**src/rtl/dmsr_pkg.sv**
```systemverilog
// Shared types, widths and codes for the dual motor speed ramp unit.
`default_nettype none

package dmsr_pkg;

    localparam int SPEED_W    = 9;
    localparam int DUTY_W     = 8;
    localparam int STEP_W     = 8;
    localparam int INTERVAL_W = 16;
    localparam int CFG_DATA_W = 16;
    localparam int DUTY_MAX_DEF = 255;

    localparam int S_TDATA_W = 24;
    localparam int M_TDATA_W = 24;

    typedef logic signed [SPEED_W-1:0] speed_t;
    typedef logic [DUTY_W-1:0] duty_t;

    typedef enum logic
    {
        REG_SLEW_STEP     = 1'b0,
        REG_STEP_INTERVAL = 1'b1
    } cfg_reg_t;

    typedef enum logic
    {
        FUNC_SET_GOALS = 1'b0,
        FUNC_TICK      = 1'b1
    } func_t;

    typedef struct packed
    {
        logic  reverse;
        duty_t duty;
        logic  at_goal;
    } wheel_status_t;

    localparam logic [STEP_W-1:0]     SLEW_STEP_RST     = 8'd10;
    localparam logic [INTERVAL_W-1:0] STEP_INTERVAL_RST = 16'd5;

endpackage

`default_nettype wire

```
**src/rtl/dmsr_slew.sv**
```systemverilog
// One wheel channel: moves a speed toward its goal by one step and derives sign and duty.
`default_nettype none

module dmsr_slew
#(
    parameter int DUTY_MAX = dmsr_pkg::DUTY_MAX_DEF
)
(
    input  wire dmsr_pkg::speed_t          cur,
    input  wire dmsr_pkg::speed_t          goal,
    input  wire [dmsr_pkg::STEP_W-1:0]     step,
    output dmsr_pkg::speed_t               speed_next,
    output dmsr_pkg::wheel_status_t        status
);
    import dmsr_pkg::*;

    localparam int LIM_INT = (DUTY_MAX > 255) ? 255 : DUTY_MAX;
    localparam logic [SPEED_W:0] LIM = (SPEED_W + 1)'(LIM_INT);

    logic signed [SPEED_W+1:0] cur_x;
    logic signed [SPEED_W+1:0] goal_x;
    logic signed [SPEED_W+1:0] step_x;
    logic signed [SPEED_W+1:0] up;
    logic signed [SPEED_W+1:0] down;
    logic signed [SPEED_W:0]   nxt_x;
    logic [SPEED_W:0]          mag;

    always_comb
    begin
        cur_x  = (SPEED_W + 2)'(cur);
        goal_x = (SPEED_W + 2)'(goal);
        step_x = $signed({{(SPEED_W + 2 - STEP_W){1'b0}}, step});
        up     = cur_x + step_x;
        down   = cur_x - step_x;
        if (cur < goal)
        begin
            speed_next = (up > goal_x) ? goal : up[SPEED_W-1:0];
        end
        else if (cur > goal)
        begin
            speed_next = (down < goal_x) ? goal : down[SPEED_W-1:0];
        end
        else
        begin
            speed_next = cur;
        end
        nxt_x = (SPEED_W + 1)'(speed_next);
        mag   = nxt_x[SPEED_W] ? (SPEED_W + 1)'(-nxt_x) : nxt_x;
        status.reverse = speed_next[SPEED_W-1];
        status.duty    = (mag > LIM) ? DUTY_W'(LIM) : DUTY_W'(mag);
        status.at_goal = (speed_next == goal);
    end

endmodule

`default_nettype wire

```
**src/rtl/dual_motor_speed_ramp_unit.sv**
```systemverilog
// Top level of the dual motor speed ramp unit: stream ports, state and result register.
`default_nettype none

// Two-channel speed ramp for a differential drive. A transfer with tuser 0 loads
// new signed goals for both wheels; a transfer with tuser 1 is one time tick. On
// every step_interval-th tick each wheel speed moves toward its goal by the slew
// step, stopping exactly at the goal, and one result transfer carries direction,
// duty and a settled flag. The state update and the result are formed in a single
// pass into the output register, and a new transfer is accepted in every cycle
// while the output register is free or being emptied in the same cycle.
module dual_motor_speed_ramp_unit
#(
    parameter int DUTY_MAX = dmsr_pkg::DUTY_MAX_DEF
)
(
    input  wire                                 clk,
    input  wire                                 rst_n,
    input  wire                                 s_tvalid,
    output logic                                s_tready,
    // left_goal_in [8:0], right_goal_in [17:9], zeros above
    input  wire [dmsr_pkg::S_TDATA_W-1:0]       s_tdata,
    // func
    input  wire                                 s_tuser,
    output logic                                m_tvalid,
    input  wire                                 m_tready,
    // left_reverse [0], left_duty [8:1], right_reverse [9], right_duty [17:10],
    // settled [18], zeros above
    output logic [dmsr_pkg::M_TDATA_W-1:0]      m_tdata,
    input  wire                                 cfg_valid,
    output logic                                cfg_ready,
    input  wire                                 cfg_index,
    input  wire [dmsr_pkg::CFG_DATA_W-1:0]      cfg_data
);
    import dmsr_pkg::*;

    logic [STEP_W-1:0]     slew_step_reg;
    logic [INTERVAL_W-1:0] step_interval_reg;
    logic [INTERVAL_W-1:0] tick_count_reg;
    speed_t                left_speed_reg;
    speed_t                right_speed_reg;
    speed_t                left_goal_reg;
    speed_t                right_goal_reg;
    logic                  out_valid_reg;
    logic [M_TDATA_W-1:0]  out_data_reg;

    speed_t        left_speed_next;
    speed_t        right_speed_next;
    wheel_status_t left_status;
    wheel_status_t right_status;
    logic          in_xfer;
    logic          is_tick;
    logic          do_step;
    logic [INTERVAL_W:0] count_inc;

    dmsr_slew #(.DUTY_MAX(DUTY_MAX)) u_left
    (
        .cur        (left_speed_reg),
        .goal       (left_goal_reg),
        .step       (slew_step_reg),
        .speed_next (left_speed_next),
        .status     (left_status)
    );

    dmsr_slew #(.DUTY_MAX(DUTY_MAX)) u_right
    (
        .cur        (right_speed_reg),
        .goal       (right_goal_reg),
        .step       (slew_step_reg),
        .speed_next (right_speed_next),
        .status     (right_status)
    );

    assign s_tready  = !out_valid_reg || m_tready;
    assign cfg_ready = 1'b1;
    assign m_tvalid  = out_valid_reg;
    assign m_tdata   = out_data_reg;

    always_comb
    begin
        in_xfer   = s_tvalid && s_tready;
        is_tick   = (func_t'(s_tuser) == FUNC_TICK);
        count_inc = {1'b0, tick_count_reg} + (INTERVAL_W + 1)'(1);
        do_step   = in_xfer && is_tick && !(count_inc < {1'b0, step_interval_reg});
    end

    always_ff @(posedge clk or negedge rst_n)
    begin
        if (!rst_n)
        begin
            slew_step_reg     <= SLEW_STEP_RST;
            step_interval_reg <= STEP_INTERVAL_RST;
            tick_count_reg    <= '0;
            left_speed_reg    <= '0;
            right_speed_reg   <= '0;
            left_goal_reg     <= '0;
            right_goal_reg    <= '0;
            out_valid_reg     <= 1'b0;
        end
        else
        begin
            if (cfg_valid && cfg_ready)
            begin
                case (cfg_reg_t'(cfg_index))
                    REG_SLEW_STEP:     slew_step_reg     <= cfg_data[STEP_W-1:0];
                    REG_STEP_INTERVAL: step_interval_reg <= cfg_data[INTERVAL_W-1:0];
                    default:           ;
                endcase
            end
            if (in_xfer && !is_tick)
            begin
                left_goal_reg  <= s_tdata[SPEED_W-1:0];
                right_goal_reg <= s_tdata[2*SPEED_W-1:SPEED_W];
            end
            if (in_xfer && is_tick)
            begin
                tick_count_reg <= do_step ? '0 : count_inc[INTERVAL_W-1:0];
            end
            if (do_step)
            begin
                left_speed_reg  <= left_speed_next;
                right_speed_reg <= right_speed_next;
                out_valid_reg   <= 1'b1;
            end
            else if (m_tready)
            begin
                out_valid_reg <= 1'b0;
            end
        end
    end

    always_ff @(posedge clk)
    begin
        if (do_step)
        begin
            out_data_reg <= {
                (M_TDATA_W - 2*DUTY_W - 3)'(0),
                left_status.at_goal && right_status.at_goal,
                right_status.duty,
                right_status.reverse,
                left_status.duty,
                left_status.reverse
            };
        end
    end

endmodule

`default_nettype wire

```
**config.mk**
```make
export PLATFORM = sky130hd
export DESIGN_NAME = dual_motor_speed_ramp_unit
export DESIGN_NICKNAME = d
export VERILOG_FILES = /design/src/rtl/dmsr_pkg.sv /design/src/rtl/dmsr_slew.sv /design/src/rtl/dual_motor_speed_ramp_unit.sv
export SDC_FILE = /design/constraint.sdc
export NUM_CORES = 1
export LEC_CHECK = 0
export BUFFER_PORTS_ARGS = -buffer_cell sky130_fd_sc_hd__buf_2
export CORE_ASPECT_RATIO = 1.2
export CORE_MARGIN = 5
export CORE_UTILIZATION = 45
export CTS_CLUSTER_DIAMETER = 200
export DETAILED_ROUTE_END_ITERATION = 8
export PLACE_DENSITY = 0.65
export REMOVE_ABC_BUFFERS = 1
export SLEW_MARGIN = 20
export SYNTH_ARGS = -nofsm -noshare
export SYNTH_HDL_FRONTEND = slang
export SYNTH_HIERARCHICAL = 1
export SYNTH_SLANG_ARGS = --single-unit
```
**constraint.sdc**
```tcl
create_clock -name clk -period 5.1 [get_ports clk]
set_input_delay 1.02 -clock clk [delete_from_list [all_inputs] [get_ports clk]]
set_output_delay 1.02 -clock clk [all_outputs]
set_load 0.05 [all_outputs]
```
# Word level (Yosys, flattened, before mapping)

Index checks and enable logic that the tools add are counted.

Add/sub/neg operators: 7
Multipliers: 0
Divide/modulo/power cells: 0
Order comparisons: 11
Eq/ne operators: 2
Shift operators: 0
Multiplexer cells: 13
Bitwise operators: 1
Reductions and logical operators: 12

Operators by type and width:

| operator                                             | count |
|---|---|
| two-way mux 9 bit                                    | 8 |
| adder 9 x 9 -> 10 bit                                | 2 |
| > comparator 10 x 8 -> 1 bit (second input constant) | 2 |
| > comparator 10 x 9 -> 1 bit                         | 2 |
| < comparator 10 x 9 -> 1 bit                         | 2 |
| two-way mux 10 bit                                   | 2 |
| negator 9 -> 10 bit                                  | 2 |
| subtractor 9 x 9 -> 10 bit                           | 2 |
| == test 9 bit                                        | 2 |
| > comparator 9 bit                                   | 2 |
| < comparator 9 bit                                   | 2 |
| adder 16 x 1 -> 17 bit (second input constant)       | 1 |
| < comparator 17 x 16 -> 1 bit                        | 1 |
| two-way mux 16 bit                                   | 1 |
| logical AND 1 bit                                    | 5 |
| AND reduction 2 bit                                  | 2 |
| zero test 1 bit                                      | 3 |
| two-way mux 1 bit                                    | 2 |
| nonzero test 2 bit                                   | 1 |
| logical OR 1 bit                                     | 1 |
| NOT 1 bit                                            | 1 |

Register bits: 96
Latch bits: 0
Bits in writable memories: 0
Bits in read-only memories: 0
Bits of input ports: 47
Output and inout port bits: 27
Word-level logic and storage cells: 57
Memories: 0

# Longest topological paths before layout

Gate-level depths: netlist (run 1).

Word-level depth: 8
Depth in mapped cells: 23
Mapped depth without buffers: 22

# Hierarchy

The synthesis (run 1) kept the hierarchy.

By module, submodules not included:

| module                     | instances | cells each | area an instance (µm²) | seq. area each (µm²) |
|---|---|---|---|---|
| dual_motor_speed_ramp_unit | 1         | 330        | 4379.2                 | 2502.4 |
| dmsr_slew at u_left        | 1         | 342        | 2636.3                 | 0.0 |
| dmsr_slew at u_right       | 1         | 338        | 2580.0                 | 0.0 |

# Least setup slack after synthesis (run 1)

Ideal clock, no wire load.

Path type: flip-flop to flip-flop
From: register slew_step_reg[1]
To: register out_data_reg[7], in the netlist m_tdata[7], data pin
Library setup time: 0.261 ns
Data arrival time: 4.498 ns
Required time: 4.839 ns
Slack: 0.341 ns
Stages on the path, launching flop included: 21
Buffers on the path: 1
Period minus slack after synthesis: 4.759 ns
Cell sequence: dfstp_2 -> inv_1 -> ha_1 -> nand2b_1 -> a2111o_1 -> a31oi_1 -> xnor2_1 -> ha_1 -> a21o_1 -> a2111o_1 -> a221oi_4 -> or2_4 -> buf_6 -> a21oi_1 -> o21a_4 -> inv_1 -> ha_1 -> inv_1 -> nor4_4 -> nor3b_1 -> nor3_1

Word-level cells in the longest chain between the ends: 8
Elaborated cells on any way between the ends: 11
Classes of those cells: add/sub: 3; order compare: 3; mux: 5

Ends and longest elaborated chain:

| element                      | RTL line                          | text |
|---|---|---|
| from (decl)                  | dual_motor_speed_ramp_unit.sv:36  | `logic [STEP_W-1:0] slew_step_reg;` |
| from (signal assigned)       | dual_motor_speed_ramp_unit.sv:104 | `REG_SLEW_STEP: slew_step_reg <= cfg_data[STEP_W-1:0];` |
| subtractor 9 x 9 -> 10 bit   | dmsr_slew.sv:34                   | `down = cur_x - step_x;` |
| < comparator 10 x 9 -> 1 bit | dmsr_slew.sv:41                   | `speed_next = (down < goal_x) ? goal : down[SPEED_W-1:0];` |
| two-way mux 9 bit            | dmsr_slew.sv:41                   |  |
| two-way mux 9 bit            | dmsr_slew.sv:39                   | `else if (cur > goal)` |
| two-way mux 9 bit (*)        | dmsr_slew.sv:35                   | `if (cur < goal)` |
| named net left_speed_next[0] | dual_motor_speed_ramp_unit.sv:46  | `speed_t left_speed_next;` |
| negator 9 -> 10 bit          | dmsr_slew.sv:48                   | `mag = nxt_x[SPEED_W] ? (SPEED_W + 1)'(-nxt_x) : nxt_x;` |
| two-way mux 10 bit (*)       | dmsr_slew.sv:48                   |  |
| > comparator 10 x 8 -> 1 bit | dmsr_slew.sv:50                   | `status.duty = (mag > LIM) ? DUTY_W'(LIM) : DUTY_W'(mag);` |
| to (signal assigned)         | dual_motor_speed_ramp_unit.sv:135 | `out_data_reg <= {` |
| to (decl)                    | dual_motor_speed_ramp_unit.sv:44  | `logic [M_TDATA_W-1:0] out_data_reg;` |

The timed path passes the listed nets; every way through them passes the cells marked *.
A chain may end at the register's enable or synchronous reset.

==> results by group, run 1 <==
Worst hold path
  • Hold Path Class: register to register

Cells and area
  • P&R area growth vs syn: 14.0%
  • Final core utilization: 52.2%
  • Ratio of cells with drive above 1 in the final layout: between 20 and 30%
  • Nets@finish: between 1,000 and 1,500
  • Fillers: around 1,900
  • Max reg flops: 19
  • Final cell count without fillers: roughly 1,400
  • Antenna cell count: 0

Clock tree
  • CTS buffer count: 9
  • CTS tree: yes
  • Clock Sinks: 96
  • Clk buf depth: 2
  • Clock root buffer: clkbuf_16
  • H-tree Lvls: 3
  • Clk slew on worst S/H paths: ~0.070 ns
  • Clk Latency, worst-skew pair: 0.35 ns
  • CTS Hold Bufs: 0

Yosys
  • Yosys top cell by area: dfrtp_1
  • #FFs+latches synth: between 90 and 100
  • Synth Area in XOR/XNOR: about 5%
  • Asr flop ratio synth: approximately 80%
  • Mapped cell area: 9600 um2
  • Yosys cell types: ~110
  • Post-synthesis adder-cell area fraction: between 10% and 20%
  • Syn_area_per_cell: between 9 and 10 um2
  • Mux share of post-synthesis cell area: a little under a tenth
  • Simple-gate share of the synthesized area: between 10% and 20%
  • YS warnings: 6
  • Most frequent cells after synthesis: ha_1, inv_1, dfrtp_1, nand2_1, a21oi_1
  • Most used flip-flop cell after synthesis: dfrtp_1
  • Synth area leaders: dfrtp_1, ha_1, edfxtp_1
  • Post-synthesis compound-gate area fraction: 22.7%
  • Largest family of logic cells by synthesized area: compound AO/OA/AOI/OAI gates
  • Register area share after synthesis: around a quarter
  • Top-area cell type share of the netlist area: a little under a fifth
  • Most common cell in the netlist: ha_1
  • Mapped Cells: just over 1,000
  • Post-synth EDFFs: 19

Floorplanning
  • Row cnt: 58
  • Die Wd: approximately 140 um
  • Die area: roughly 24,000 um2
  • Core ar.: 21,000 um2
  • Top-Level Pins: 74
  • Initial Util: between 40% and 50%
  • Die Ht: between 150 and 200 um

GRT
  • Met3 Use GR: under 10%
  • Total GRT Usage: between 20% and 30%
  • Number of global-route vias before repair: between 7,000 and 8,000
  • Met2 GRT Util: 36.1%
  • GRT overflow: 0
  • GR peak layer: met2
  • Largest net degree at the start of global routing: a little under 80
  • First-pass GRT wire length: between 40 and 50 mm
  • GR Layer Usage met1: approximately a quarter
  • Initial antenna violation count: 0

Run
  • Max-cap violation count: 0

Detailed routing
  • # DRC: 0
  • Number of vias per cell: roughly 5.9
  • Wire per inst: approximately 19 um
  • Initial DRC count: 456
  • DR pass1 iterations: 5
  • DRT Wirelength: approximately 26 mm
  • Antenna Nets Post-Route: 0
  • Via count: a little over 8,000

Placed design
  • Placed insts: about 1,400
  • DP Wirelength: 19.9 mm
  • Gpl congestion: roughly 0.97
  • PortBufs: a little over 60

STA
  • RSZ-0062 raised after global routing: yes
  • Final hold viol count: 0
  • Setup-failing EPs final: 0
  • Final max-slew violation count: 0
  • Fin crit share: between 90 and 100%
  • Fmax: a little under 200 MHz
  • Rel. slew slack: about two fifths
  • Fin crit period: between 5 and 6 ns
  • Worst slew pin tran: between 0.8 and 0.9 ns
  • Setup Skew: between 0.01 and 0.015 ns

Setup path
  • Critical path type: register to register
  • CP endpoint kind: register
  • Worst Path Max Fanout: 5
  • Req. time, crit path: between 5 and 6 ns
  • WP data arrival: 5.27 ns
  • Startpoint Class: register

Run status
  • Status: completed
per-stage QoR:
| stage | hold slack [ns] | worst slack, ns | area [um2] | setup TNS, ns |
|---|---|---|---|---|
| after global routing | 0.523 | -0.0151 | 10900 | -0.0261 |
| after floorplan | 0.476 | 0.319 | 9350 | 0 |
| after detailed placement | 0.493 | -0.0216 | 10400 | -0.0402 |
| final | 0.508 | 0.0507 | 10900 | 0 |
| after global placement | 0.489 | 0.0116 | 10400 | 0 |
| after CTS | 0.508 | 0.00333 | 10700 | 0 |
area by class of cell:
type / instances / area (um2) / share of cell area, %
multi-input cells: 791 / 6740 / 61.6
clock buffers: 11 / 233 / 2.13
inverters: 85 / 319 / 2.92
well taps: 270 / 338 / 3.09
clock inverters: 5 / 40.0 / 0.366
repair buffers: 122 / 769 / 7.03
flip-flops and latches: 96 / 2510 / 22.9
cells in the final DEF, fill, tap and decap left out, types with 9 or more instances in the layout:
| cell | n |
|---|---|
| ha_1 | 104 |
| inv_1 | 82 |
| nand2_1 | 70 |
| dfrtp_1 | 70 |
| buf_4 | 61 |
| buf_2 | 60 |
| a21oi_1 | 59 |
| nor2_1 | 48 |
| mux2_2 | 43 |
| xnor2_1 | 41 |
| nor3_1 | 28 |
| nand3_1 | 27 |
| o21ai_0 | 26 |
| mux2_4 | 19 |
| edfxtp_1 | 19 |
| a21o_1 | 16 |
| and3_1 | 12 |
| nand4_1 | 12 |
| xor2_1 | 12 |
| nand2b_1 | 10 |
| o211ai_1 | 10 |
| o21a_1 | 9 |
| clkbuf_16 | 9 |
| mux2i_1 | 9 |
path summary, 6_finish.rpt:
kind,from,to,slack [ns],cells past startpoint
max,left_speed_reg[0]$_DFFE_PN0P_,m_tdata[18]$_DFFE_PP_,0.05,21
min,step_interval_reg[8]$_DFFE_PN0P_,step_interval_reg[8]$_DFFE_PN0P_,0.51,1
max reg2reg,left_speed_reg[0]$_DFFE_PN0P_,m_tdata[18]$_DFFE_PP_,0.05,21
min reg2reg,step_interval_reg[8]$_DFFE_PN0P_,step_interval_reg[8]$_DFFE_PN0P_,0.51,1
max in group asynchronous,rst_n,left_speed_reg[0]$_DFFE_PN0P_,3.82,1
min in group asynchronous,rst_n,tick_count_reg[11]$_DFFE_PN0P_,0.70,1
cells by family (layout without fill, tap and decap cells):
group | after synthesis | count (layout)
AND/OR/NAND/NOR | 276 | 276
AO/OA/AOI/OAI | 270 | 270
buffers and inverters | 127 | 223
adder cells (fa/ha/maj) | 110 | 110
flip-flops | 96 | 96
multiplexers | 74 | 74
XOR/XNOR | 55 | 55
other | 2 | 6
metal layers:
| metal | routed length, um | vias to the layer above |
|---|---|---|
| li1 | - | 3939 |
| met1 | 11100 | 3893 |
| met2 | 12700 | 210 |
| met3 | 895 | 50 |
| met4 | 1060 | 0 |
| met5 | 0 | - |
repair_timing:
item                       4_1_cts  5_1_grt
hold endpoints to repair         0        0
setup buffers                    2       11
gates resized for setup          2       43
pin swaps                        1       14
setup endpoints to repair        2       17
worst max-delay path, cell delays in order, from the launching register on:
cell and delay (ns):
dfrtp_2 0.44, inv_2 0.08, ha_2 0.19, inv_1 0.06, fa_2 0.36, a21o_1 0.19
a221o_1 0.35, and3_1 0.20, or2_2 0.33, ha_4 0.28, and4_4 0.25, o211a_4 0.20
a211oi_4 0.06, buf_4 0.18, o32a_1 0.33, o211ai_1 0.13, mux2i_1 0.17, xnor2_1 0.34
nand3_1 0.19, nor4_2 0.32, buf_4 0.16, and2_1 0.11
Power of run 1 is left out: the tool's default activity adds up to more than one toggle a clock period on the data nets, which glitch-free logic cannot reach.
==> run 2, diff against run 1 <==
==> constraint.sdc (replaced) <==
create_clock -name clk -period 4.06 [get_ports clk]
set_input_delay 0.812 -clock clk [delete_from_list [all_inputs] [get_ports clk]]
set_output_delay 0.812 -clock clk [all_outputs]
set_load 0.05 [all_outputs]
==> results by group, run 2 (synthesis results as in run 1) <==
Run status
  • Status: finished, violations left (was completed)
  • Violated checks: negative setup slack

Placed design
  • Gpl congestion: 0.960 (was 0.969)
  • Pre-CTS setup slack: -0.958 ns (was -0.0216 ns)
  • PortBufs: 61 (unchanged)
  • DP Wirelength: 22.3 mm (was 19.9 mm)
  • Cell Area, Placed: 11,800 um2 (was 10,400 um2)

Detailed routing
  • # DRC: 0 (unchanged)
  • Wire per inst: 19.4 um (was 18.7 um)
  • Via count: 9,349 (was 8,092)
  • Initial DRC count: 556 (was 456)
  • Number of vias per cell: 5.79 (was 5.86)
  • Antenna Nets Post-Route: 0 (unchanged)
  • DRT Wirelength: 31.4 mm (was 25.7 mm)
  • DR pass1 iterations: 5 (unchanged)

STA
  • Setup-failing EPs final: 37 (was 0)
  • Worst setup margin: -0.638 ns (was 0.0507 ns)
  • Worst slew pin tran: 0.837 ns (was 0.885 ns)
  • RSZ-0062 raised after global routing: yes (unchanged)
  • Fmax: 213 MHz (was 198 MHz)
  • Final max-slew violation count: 0 (unchanged)
  • Fin crit share: 116% (was 99.0%)
  • Setup Skew: 0.0163 ns (was 0.0132 ns)
  • Fin crit period: 4.70 ns (was 5.05 ns)
  • Rel. slew slack: 44.0% (was 41.0%)
  • Final hold viol count: 0 (unchanged)

Cells and area
  • Final core utilization: 65.4% (was 52.2%)
  • Commonest non-fill, non-tap cell in the layout: buf_4 (was ha_1)
  • Antenna cell count: 0 (unchanged)
  • Design Area, Final: 13,700 um2 (was 10,900 um2)
  • Nets@finish: 1,496 (was 1,262)
  • P&R area growth vs syn: 43.0% (was 14.0%)
  • Max reg flops: 19 (unchanged)
  • Most frequent cells in the layout: buf_4, ha_1, dfrtp_1 (was ha_1, inv_1, nand2_1, dfrtp_1, buf_4)
  • Ratio of cells with drive above 1 in the final layout: 47.9% (was 27.1%)

Setup path
  • CP dominant cell by count: buf_4 (unchanged)
  • Critical path type: register to register (unchanged)
  • Worst Path Max Fanout: 5 (unchanged)
  • FF-to-FF path depth: 19 (was 21)
  • Critical Path Max Stage Delay: 0.58 ns (was 0.44 ns)
  • CP Cell Sequence: buf_12 > inv_6 > buf_4 > fa_2 > a21o_1 > a21oi_1 > xnor2_1 > ha_1 > and4_1 > o211a_4 > a211o_4 > buf_4 > a21oi_2 > nor2_1 > or3_1 > a311o_1 > nand4_1 > nor4b_4 > and2_1 (was inv_2 > ha_2 > inv_1 > fa_2 > a21o_1 > a221o_1 > and3_1 > or2_2 > ha_4 > and4_4 > o211a_4 > a211oi_4 > buf_4 > o32a_1 > o211ai_1 > mux2i_1 > xnor2_1 > nand3_1 > nor4_2 > buf_4 > and2_1)
  • Req. time, crit path: 4.17 ns (was 5.32 ns)
  • CP endpoint kind: register (unchanged)
  • WP data arrival: 4.81 ns (was 5.27 ns)
  • Startpoint Class: register (unchanged)
  • Slowest cell on the critical path: dfstp_2 (was dfrtp_2)

Worst hold path
  • Hold Path Class: register to register (unchanged)
  • Depth of the worst hold-timing path: 1 (unchanged)

Floorplanning
  • Row cnt: 58 (unchanged)
  • Die Wd: 143 um (unchanged)
  • Die Ht: 170 um (unchanged)
  • Core ar.: 21,000 um2 (unchanged)
  • Die area: 24,400 um2 (unchanged)
  • Initial Util: 45.8% (unchanged)
  • Top-Level Pins: 74 (unchanged)

GRT
  • Number of global-route vias before repair: 9,462 (was 7,815)
  • Initial antenna violation count: 0 (unchanged)
  • First-pass GRT wire length: 48.7 mm (was 40.9 mm)
  • Total GRT Usage: 25.2% (was 20.9%)
  • GRT overflow: 0 (unchanged)
  • Largest net degree at the start of global routing: 58 (was 78)

Clock tree
  • CTS tree: yes (unchanged)
  • Clock Sinks: 96 (unchanged)
  • Clk buf depth: 2 (unchanged)
  • CTS Hold Bufs: 0 (unchanged)
  • H-tree Lvls: 3 (unchanged)
  • CTS buffer count: 9 (unchanged)
  • Clk Latency, worst-skew pair: 0.37 ns (was 0.35 ns)
  • Clock root buffer: clkbuf_16 (unchanged)
  • Clk slew on worst S/H paths: 0.08 ns (was 0.07 ns)

Run
  • Max-cap violation count: 0 (unchanged)
==> run 2: cell count changes in the layout (fill, tap and decap cells not counted), sizes merged <==
cell / before / now
buf: 122 / 356
clkbuf: 11 / 9
inv: 86 / 88
clkinv: 1 / 2
clkinvlp: 3 / 2
==> run 2: critical path: cells and delay by family (launching register included) <==
family	cells	cell delay, ns
AOI/OAI and AO/OA	6	1.45
xor gates and xnor gates	1	0.26
adders and majority gates	2	0.67
buffers and inverters	4	0.43
DFF	1	0.58
and+or+nand+nor	6	1.04
==> run 2: path summary, 6_finish.rpt <==
check | endpoint | from | slack (ns)
worst max-delay path | m_tdata[18]$_DFFE_PP_ | slew_step_reg[1]$_DFFE_PN1P_ | -0.64
worst min-delay path | step_interval_reg[12]$_DFFE_PN0P_ | step_interval_reg[12]$_DFFE_PN0P_ | 0.51
worst max register to register | m_tdata[18]$_DFFE_PP_ | slew_step_reg[1]$_DFFE_PN1P_ | -0.64
worst min register to register | step_interval_reg[12]$_DFFE_PN0P_ | step_interval_reg[12]$_DFFE_PN0P_ | 0.51
max in group asynchronous | slew_step_reg[1]$_DFFE_PN1P_ | rst_n | 2.66
min in group asynchronous | tick_count_reg[12]$_DFFE_PN0P_ | rst_n | 0.53
==> run 2: layout make-up <==
| cell class | count | area (um2) |
|---|---|---|
| fill | 1576 | 7250 |
| timing repair buffer | 356 | 2730 |
| clock inverter | 7 | 61.3 |
| tap | 270 | 338 |
| clock buffer | 9 | 225 |
| sequential | 96 | 2500 |
| multi-input combinational | 791 | 7530 |
| inverter | 85 | 340 |
==> run 2: repair_timing <==
| action | 4_1_cts | 5_1_grt |
|---|---|---|
| endpoints found under the setup margin | 37 | 37 |
| gates cloned | 1 | 0 |
| pin swaps | 86 | 66 |
| resized for setup | 155 | 102 |
| setup buffers | 54 | 19 |
==> run 2: layer usage <==
| metal | global-route usage [%] | share of wire, % |
|---|---|---|
| met1 | 30.1 | 40 |
| met2 | 44.1 | 50 |
| met3 | 2.64 | 3.9 |
| met4 | 13.7 | 5.6 |
| met5 | 0 | 0 |
==> run 2: metrics by stage <==
| stage | std cells | setup TNS (ns) | hold WS (ns) |
|---|---|---|---|
| 6_report | 1614 | -13.79 | 0.509 |
| 5_1_grt | 1614 | -18.68 | 0.525 |
| 4_1_cts | 1598 | -9.31 | 0.511 |
| 3_5_place_dp | 1535 | -19.60 | 0.493 |
| 3_3_place_gp | 1535 | -16.30 | 0.489 |
| 2_1_floorplan | 972 | -11.68 | 0.476 |
Power of run 2 is left out for the same reason.
==> run 3, diff against run 2 <==
--- a/config.mk
+++ b/config.mk
@@ -6,13 +6,15 @@
 export NUM_CORES = 1
 export LEC_CHECK = 0
 export BUFFER_PORTS_ARGS = -buffer_cell sky130_fd_sc_hd__buf_2
+export CELL_PAD_IN_SITES_DETAIL_PLACEMENT = 1
+export CELL_PAD_IN_SITES_GLOBAL_PLACEMENT = 1
 export CORE_ASPECT_RATIO = 1.2
 export CORE_MARGIN = 5
-export CORE_UTILIZATION = 45
+export CORE_UTILIZATION = 44
 export CTS_CLUSTER_DIAMETER = 200
 export DETAILED_ROUTE_END_ITERATION = 8
-export PLACE_DENSITY = 0.65
-export REMOVE_ABC_BUFFERS = 1
+export GPL_TIMING_DRIVEN = 0
+export PLACE_DENSITY_LB_ADDON = 0.1
 export SLEW_MARGIN = 20
 export SYNTH_ARGS = -nofsm -noshare
 export SYNTH_HDL_FRONTEND = slang
==> results by group, run 3 (synthesis results as in run 1) <==
Setup path
  • Levels on crit path: 21 (was 19)
  • Req. time, crit path: 4.17 ns (about the same)
  • CP top delay family: compound AO/OA/AOI/OAI gates (unchanged)
  • Worst Path Max Fanout: 5 (unchanged)
  • Slowest cell on the critical path: dfstp_2 (unchanged)
  • RR Startpoint: slew_step_reg[1]$_DFFE_PN1P_ (unchanged)
  • CP Cell Sequence: buf_8 > inv_6 > ha_4 > nand2b_4 > a2111o_1 > a31oi_4 > xnor2_2 > ha_1 > a21o_1 > a2111o_1 > a221oi_4 > or2_4 > buf_8 > a21oi_2 > o21a_4 > inv_4 > ha_4 > inv_4 > nor4_4 > nor3b_2 > nor3_1 (was buf_12 > inv_6 > buf_4 > fa_2 > a21o_1 > a21oi_1 > xnor2_1 > ha_1 > and4_1 > o211a_4 > a211o_4 > buf_4 > a21oi_2 > nor2_1 > or3_1 > a311o_1 > nand4_1 > nor4b_4 > and2_1)
  • Buffers and inverters on the worst path: 5 (was 4)
  • Reg2reg end: m_tdata[7]$_DFFE_PP_ (was m_tdata[18]$_DFFE_PP_)
  • Critical path type: register to register (unchanged)
  • Startpoint Class: register (unchanged)
  • FF-to-FF path depth: 21 (was 19)
  • Critical Path Max Stage Delay: 0.57 ns (was 0.58 ns)
  • CP endpoint kind: register (unchanged)
  • Reg-to-reg setup timing slack: -0.82 ns (was -0.64 ns)
  • WP data arrival: 4.99 ns (was 4.81 ns)

Clock tree
  • CTS Hold Bufs: 0 (unchanged)
  • Clock Sinks: 96 (unchanged)
  • Clk slew on worst S/H paths: 0.07 ns (was 0.08 ns)
  • CTS tree: yes (unchanged)
  • H-tree Lvls: 3 (unchanged)
  • Clk buf depth: 2 (unchanged)
  • Clock root buffer: clkbuf_16 (unchanged)
  • CTS buffer count: 9 (unchanged)
  • Clk Latency, worst-skew pair: 0.36 ns (was 0.37 ns)

Run status
  • Status: finished, violations left (unchanged)
  • Violated checks: negative setup slack (unchanged)

Cells and area
  • Most frequent cells in the layout: buf_4, ha_1, buf_2 (was buf_4, ha_1, dfrtp_1)
  • P&R area growth vs syn: 36.9% (was 43.0%)
  • Final cell count without fillers: 1,512 (was 1,614)
  • Max reg flops: 19 (unchanged)
  • Nets@finish: 1,389 (was 1,496)
  • Commonest non-fill, non-tap cell in the layout: buf_4 (unchanged)
  • Ratio of cells with drive above 1 in the final layout: 44.9% (was 47.9%)
  • Design Area, Final: 13,100 um2 (was 13,700 um2)

STA
  • Worst setup margin: -0.824 ns (was -0.638 ns)
  • Setup TNS Final: -18.11 ns (was -13.79 ns)
  • Setup-failing EPs final: 37 (unchanged)
  • Worst slew pin tran: 1.06 ns (was 0.837 ns)
  • Fmax: 205 MHz (was 213 MHz)
  • Setup Skew: 0.00845 ns (was 0.0163 ns)
  • Final hold viol count: 0 (unchanged)
  • Fin crit period: 4.88 ns (was 4.70 ns)
  • Rel. slew slack: 29.3% (was 44.0%)
  • Fin crit share: 120% (was 116%)
  • RSZ-0062 raised after global routing: yes (unchanged)
  • Final max-slew violation count: 0 (unchanged)

Placed design
  • Cell Area, Placed: 10,600 um2 (was 11,800 um2)
  • Gpl congestion: 0.908 (was 0.960)
  • DP Wirelength: 24.0 mm (was 22.3 mm)
  • PortBufs: 61 (unchanged)
  • Placed insts: 1,350 (was 1,535)
  • Pre-CTS setup slack: -1.26 ns (was -0.958 ns)

Detailed routing
  • Antenna Nets Post-Route: 0 (unchanged)
  • DR pass1 iterations: 5 (unchanged)
  • Number of vias per cell: 6.14 (was 5.79)
  • Wire per inst: 24.9 um (was 19.4 um)
  • Initial DRC count: 412 (was 556)
  • DRT Wirelength: 37.7 mm (was 31.4 mm)
  • Via count: 9,282 (was 9,349)
  • # DRC: 0 (unchanged)

GRT
  • Initial antenna violation count: 3 (was 0)
  • Largest net degree at the start of global routing: 52 (was 58)
  • GRT overflow: 0 (unchanged)
  • Number of global-route vias before repair: 9,665 (was 9,462)
  • Total GRT Usage: 27.8% (was 25.2%)
  • First-pass GRT wire length: 53.4 mm (was 48.7 mm)

Floorplanning
  • Core ar.: 21,600 um2 (was 21,000 um2)
  • Die Ht: 172 um (was 170 um)
  • Row cnt: 59 (was 58)
  • Die Wd: 145 um (was 143 um)
  • Initial Util: 44.5% (was 45.8%)
  • Top-Level Pins: 74 (unchanged)
  • Die area: 24,900 um2 (was 24,400 um2)

Run
  • Max-cap violation count: 0 (unchanged)

Worst hold path
  • Hold Path Class: input port to asynchronous set/reset pin (was register to register)
## run 3: cell count changes in the layout (fill, tap and decap cells not counted), sizes merged
cell,before,now
clkinvlp,2,1
buf,356,238
clkbuf,9,21
diode,0,1
inv,88,85
clkinv,2,5
## run 3: layout make-up
class	instances	area (um2)
Buffer	40	312
Sequential cell	96	2510
Tap cell	274	343
Multi-Input combinational cell	791	7740
Inverter	85	348
Clock inverter	6	35.0
Fill cell	2361	8420
Antenna cell	1	2.50
Timing Repair Buffer	209	1610
Clock buffer	10	229
## run 3: layer usage
metal	GRT usage (%)	part of all wire, %
met5	0	0.037
met4	15.7	6.4
met3	4.53	4.2
met2	49.4	51
met1	31.2	38
## run 3: stage by stage
stage	util (%)	hold WS [ns]
5_1_grt	60.9	0.412
4_1_cts	57.7	0.402
6_report	60.9	0.386
3_3_place_gp	48.9	0.489
2_1_floorplan	-	0.476
3_5_place_dp	49.0	0.496
## run 3: repair_timing
action / CTS / global route
buffers inserted: 112 / 39
gates resized for setup: 163 / 84
setup endpoints to repair: 56 / 56
pin swaps: 90 / 86
## run 3: worst max path at each step
stage                                 start                     to  slack [ns]
2_1_floorplan  slew_step_reg[1]$_DFFE_PN1P_   m_tdata[7]$_DFFE_PP_       -0.27
3_3_place_gp   slew_step_reg[1]$_DFFE_PN1P_  m_tdata[18]$_DFFE_PP_       -1.23
3_5_place_dp   slew_step_reg[2]$_DFFE_PN0P_  m_tdata[18]$_DFFE_PP_       -1.26
4_1_cts        slew_step_reg[1]$_DFFE_PN1P_   m_tdata[7]$_DFFE_PP_       -0.70
5_1_grt        slew_step_reg[3]$_DFFE_PN1P_   m_tdata[7]$_DFFE_PP_       -0.96
6_report       slew_step_reg[1]$_DFFE_PN1P_   m_tdata[7]$_DFFE_PP_       -0.82
## run 3: worst register-to-register path, stage by stage, from the launching register on
cell      delay (ns)
dfstp_2         0.57
buf_8           0.15
inv_6           0.04
ha_4            0.21
nand2b_4        0.14
a2111o_1        0.43
a31oi_4         0.27
xnor2_2         0.15
ha_1            0.27
a21o_1          0.17
a2111o_1        0.40
a221oi_4        0.26
or2_4           0.20
buf_8           0.12
a21oi_2         0.07
o21a_4          0.24
inv_4           0.07
ha_4            0.15
inv_4           0.05
nor4_4          0.35
nor3b_2         0.26
nor3_1          0.07
Power of run 3 is left out for the same reason.
